File: config.mk
export PLATFORM = sky130hd
export DESIGN_NAME = dct_dist
export DESIGN_NICKNAME = d
export VERILOG_FILES = /design/src/sv/dct_pkg.sv /design/src/sv/dct_dist.sv
export SDC_FILE = /design/constraint.sdc
export NUM_CORES = 1
export LEC_CHECK = 0
export ABC_AREA = 1
export BUFFER_PORTS_ARGS = -buffer_cell sky130_fd_sc_hd__buf_2
export CELL_PAD_IN_SITES_DETAIL_PLACEMENT = 2
export CELL_PAD_IN_SITES_GLOBAL_PLACEMENT = 2
export CORE_MARGIN = 1
export CORE_UTILIZATION = 26
export DETAILED_ROUTE_END_ITERATION = 6
export PLACE_DENSITY = 0.91
export SYNTH_ARGS = -nofsm -noshare
export SYNTH_HDL_FRONTEND = slang
export SYNTH_SLANG_ARGS = --single-unit
File: constraint.sdc
create_clock -name vclk -period 2.4
set_input_delay 0.36 -clock vclk [all_inputs]
set_output_delay 0.36 -clock vclk [all_outputs]
set_load 0.05 [all_outputs]
File: src/sv/dct_pkg.sv
// ----------------------------------------------------------------------------
// dct_pkg
// Types and constants shared by the divergence checkpoint table.
// ----------------------------------------------------------------------------
package dct_pkg;

  localparam int KEY_BITS   = 10;
  localparam int VALUE_BITS = 32;
  localparam int SUM_BITS   = 48;
  localparam int THR_BITS   = 49;
  localparam int ID_BITS    = 16;
  localparam int CFG_IDX_BITS = 2;

  localparam logic [CFG_IDX_BITS-1:0] REG_THRESHOLD = CFG_IDX_BITS'(0);
  localparam logic [CFG_IDX_BITS-1:0] REG_BLOCK_ID  = CFG_IDX_BITS'(1);

  typedef struct packed {
    logic [KEY_BITS-1:0]          key;
    logic signed [VALUE_BITS-1:0] new_value;
    logic                         checkpoint_allowed;
  } dct_in_t;

  typedef struct packed {
    logic                         checkpoint_taken;
    logic [KEY_BITS-1:0]          saved_key;
    logic signed [VALUE_BITS-1:0] saved_value;
    logic [ID_BITS-1:0]           owner_id;
    logic [SUM_BITS-1:0]          divergence_total;
  } dct_out_t;

  // one table word: backup with its valid mark, and the current value
  typedef struct packed {
    logic                  valid;
    logic [VALUE_BITS-1:0] backup;
    logic [VALUE_BITS-1:0] current;
  } dct_entry_t;

  typedef enum logic [2:0] {
    ST_CLEAR,
    ST_IDLE,
    ST_DIST,
    ST_SUM,
    ST_CHK
  } dct_state_t;

endpackage

File: src/sv/dct_dist.sv
// ----------------------------------------------------------------------------
// dct_dist
// Absolute distance between two signed values, taken in offset binary.
// ----------------------------------------------------------------------------
module dct_dist (
  input  logic [dct_pkg::VALUE_BITS-1:0] a,
  input  logic [dct_pkg::VALUE_BITS-1:0] b,
  output logic [dct_pkg::VALUE_BITS-1:0] abs_diff
);
  import dct_pkg::*;

  localparam logic [VALUE_BITS-1:0] SIGN_BIT = {1'b1, {(VALUE_BITS-1){1'b0}}};

  logic [VALUE_BITS-1:0] ua;
  logic [VALUE_BITS-1:0] ub;

  // flipping the sign bit maps signed order onto unsigned order
  assign ua = a ^ SIGN_BIT;
  assign ub = b ^ SIGN_BIT;
  assign abs_diff = (ua >= ub) ? (ua - ub) : (ub - ua);

endmodule

==> metrics.cfg, run 1 <==
[clock_tree]
hold_buffers=0

[synth]
ys_types=31
netlist_instances=1050
mappedNetlistArea_um2=5230
yosysWarnings=0
syn_area_per_cell_um2=4.98
syn-num-nets=1179
synth-seq-area-share_pct=0

[grt]
grt_max_degree=9
antenna_found_initial=0

[run_status]
error=[ERROR DPL-0033] detailed placement checks failed during check placement.
status=aborted with a tool error
stop_stage=global routing

[die]
start_util_pct=26.7
boundaryPins=96
die_w_um=144
die_y_um=144
rows=51

[timing]
crit_endpoint=abs_diff[12]
endpoint_type=output port

[place]
io_buffers=96
routabilityCongestion=0.887
dp_hpwl_um=26300
postPlaceCellArea_um2=7500

[what timing repair did]
item | CTS
setup endpoints to repair | 31
resized for setup | 343
buffers inserted | 33
pin swaps | 74
cloned | 6
[per-stage QoR]
step                utilization (%)  instances  worst slack [ns]  TNS (ns)
floorplan                         -       1050          -0.00165  -0.00165
detailed placement             38.3       1556            -0.730    -20.49
global placement               38.3       1556            -0.505    -13.91
CTS                            47.3       1595            -0.263     -6.86
[Yosys cell counts (4+ instances only)]
cell,number,share of area (%)
nand2_1,454,33
inv_1,257,18
ha_1,63,15
nand3_1,62,5.9
nor2_1,41,2.9
a21oi_1,37,3.5
nand3_2,16,3.1
xor2_1,16,2.7
o21ai_2,14,2.3
xnor2_1,14,2.3
nand2_2,11,1.3
nand4_1,10,1.2
clkbuf_2,9,0.86
inv_2,8,0.57
o21bai_1,6,0.86
nor2_4,5,1.1
buf_4,4,0.57
[kinds of logic after synthesis]
logic type / count (synthesis) / share of synthesized area, %
AND/OR/NAND/NOR: 608 / 49.6
buffers and inverters: 285 / 22.0
adder cells (fa/ha/maj): 65 / 15.8
AO/OA/AOI/OAI: 62 / 7.55
XOR/XNOR: 30 / 5.02
==> inputs of run 2 (changes only) <==
--- a/config.mk
+++ b/config.mk
@@ -7,12 +7,10 @@
 export LEC_CHECK = 0
 export ABC_AREA = 1
 export BUFFER_PORTS_ARGS = -buffer_cell sky130_fd_sc_hd__buf_2
-export CELL_PAD_IN_SITES_DETAIL_PLACEMENT = 2
-export CELL_PAD_IN_SITES_GLOBAL_PLACEMENT = 2
 export CORE_MARGIN = 1
-export CORE_UTILIZATION = 26
+export CORE_UTILIZATION = 20
 export DETAILED_ROUTE_END_ITERATION = 6
-export PLACE_DENSITY = 0.91
+export PLACE_DENSITY_LB_ADDON = 0.15
 export SYNTH_ARGS = -nofsm -noshare
 export SYNTH_HDL_FRONTEND = slang
 export SYNTH_SLANG_ARGS = --single-unit
==> constraint.sdc (replaced) <==
create_clock -name vclk -period 3.1
set_input_delay 0.465 -clock vclk [all_inputs]
set_output_delay 0.465 -clock vclk [all_outputs]
set_load 0.05 [all_outputs]
==> metrics.cfg, run 2 <==
[clock_tree]
hold_buffers=0

[route]
wirelength_um=18700
num_vias=6051
antenna_left=0
drt_iter0_drc=259
wire_per_inst_um=12.4
routed_via_density=4.02
drt_pass1_iterations=5
drc_errors=0

[layout]
fin_nets=1307
syn_to_final_growth_pct=24.9
design_area_um2=6540
nClkBuffers=0
drive_gt1_share_pct=18.2
seqCellArea_um2=0
layout_common_cells=453 x nand2_1, 257 x inv_1, 65 x buf_2
antenna_cells=0
seq_cells=0
layout_commonest_cell=nand2_1

[synth]
synth_compound_area_share_pct=7.55
synth_top_family_by_area=simple AND/OR/NAND/NOR gates
yosysTopAreaCellShare_pct=32.6
syn_area_per_cell_um2=4.98
synth_simple_gate_area_share_pct=49.6
synth_mux_area_share_pct=0
yosysWarnings=0
synth.most_common_cell=nand2_1
netlist_instances=1050
synth-xor-area-share_pct=5.02
yosysTopAreaCell=nand2_1
mappedNetlistArea_um2=5230
ys_types=31
synth.top_cells.by_count=454 x nand2_1, 257 x inv_1, 63 x ha_1
synthAdderAreaFrac_pct=15.8
synthTopCellsByArea=nand2_1 33%, inv_1 18%, ha_1 15%
synth-seq-area-share_pct=0
syn-num-nets=1179

[worst_hold_path]
hp-start=b[0]
min_to=abs_diff[0]
hold_path.class=input pin to primary output
holdPathStages=4

[critical_path]
critPathMaxStageDelay_ns=0.36
worstPathCellList=buf_2, inv_1, ha_1, fa_2, inv_1, nand3_1, nand2_2, nand2_1, nand2_2, nand2_1, nand3_2, nand2_2, nand2_8, buf_12, nand2_2, o21ai_2, clkbuf_4
cpMostUsedCell=nand2_2
critPathKind=input pin to primary output
cp-startpoint=a[0]
cp-start-kind=input pin
cp_slowest_cell=fa_2
worstPathMaxFanout=15
cp_data_arrival_time_ns=2.50
required_ns=2.63
worstSetupEndpointType=primary output

[timing]
worstMarginPinSlew_ns=0.373
finalSetupTns_ns=0
setup_viol=0
maxSlewViolCount=0
min_period_ns=2.96
hold_viol=0
finalCritPeriodShare_pct=95.6
fmax_mhz=338
maxSlewHeadroom_pct=75.0

[grt]
grt_max_degree=18
grt_pass1_wl_um=29600
grt_pass1_vias=5956
grt_usage_pct=13.9
antenna_found_initial=0
grt-ovfl-total=0

[power_and_ir_drop]
clock_power_share_pct=0
switching_share_pct=65.9
share_seq_of_total_power_pct=0
power.switching_w=0.00119
p_int_w=0.000616
ir_drop_v=0.000152
total_power_w=0.00181
pwr-share-comb_pct=100.0
powerDensity_nw_per_um2=276
leakagePower_nw=4.21

[die]
start_util_pct=20.6
rows=58
coreArea_um2=25400
boundaryPins=96
die_area_um2=26800
die_y_um=164
die_w_um=164

[run_status]
status=completed

[place]
dp_hpwl_um=17300
routabilityCongestion=0.833
io_buffers=96
postPlaceCellArea_um2=6370

[flow_run]
maxCapViolations=0

## run 2: cell counts after synthesis
Identical to the previous run, type by type.
## run 2: cells by family (layout without fill, tap and decap cells)
group                    after synthesis  count (layout)
AO/OA/AOI/OAI                         62              62
buffers and inverters                285             411
XOR/XNOR                              30              30
AND/OR/NAND/NOR                      608             608
adder cells (fa/ha/maj)               65              65
## run 2: area by class of cell
class                      instances  area (um2)
inverter                         265         995
fill                            3073       18900
multi-input combinational        765        4110
timing repair buffer             146        1020
tap                              330         413
## run 2: worst max-delay path, delay by kind of cell
family / cells / cell delay [ns]
compound gates: 1 / 0.08
fa+ha+maj: 2 / 0.58
buf+inv: 5 / 0.63
simple gates: 9 / 0.73
## run 2: stage by stage
step                setup WS, ns  util [%]  hold slack (ns)  cells
finish                     0.137      25.7             1.40   1506
global route            -0.00195      25.7             1.43   1506
floorplan                  0.225         -             1.22   1050
detailed placement      0.000729      25.1             1.40   1503
global placement         -0.0169      25.1             1.40   1503
CTS                       0.0114      25.1             1.40   1503
## run 2: metal layers
layer | track usage [%] | part of all wire [%] | vias to the layer above | routed length [um]
li1 | - | - | 3331 | -
met1 | 19.5 | 50 | 2631 | 9430
met2 | 24.2 | 46 | 85 | 8560
met3 | 0.808 | 3.5 | 4 | 651
met4 | 0.547 | 0.36 | 0 | 68
met5 | 0 | 0 | - | 0
## run 2: what timing repair did
item,4_1_cts,5_1_grt
hold endpoints to repair,0,0
cloned,0,0
setup endpoints to repair,7,31
pin swaps,0,1
gates resized for setup,2,74
buffers inserted,0,3
## run 2: worst max-delay path by stage
stage / to / slack (ns) / cells past startpoint
floorplan: abs_diff[13] / 0.22 / 14
global placement: abs_diff[9] / -0.02 / 13
detailed placement: abs_diff[5] / 0.0007 / 13
CTS: abs_diff[25] / 0.01 / 17
global route: abs_diff[24] / -0.002 / 16
finish: abs_diff[12] / 0.14 / 17
## run 2: power groups by stage
stage | clock (W) | combinational (W) | sequential, W
floorplan | 0 | 0.00122 | 0
detailed placement | 0 | 0.00172 | 0
global route | 0 | 0.00198 | 0
global placement | 0 | 0.00173 | 0
CTS | 0 | 0.00173 | 0
finish | 0 | 0.00181 | 0
No activity file was read; power rests on OpenSTA's default activity.
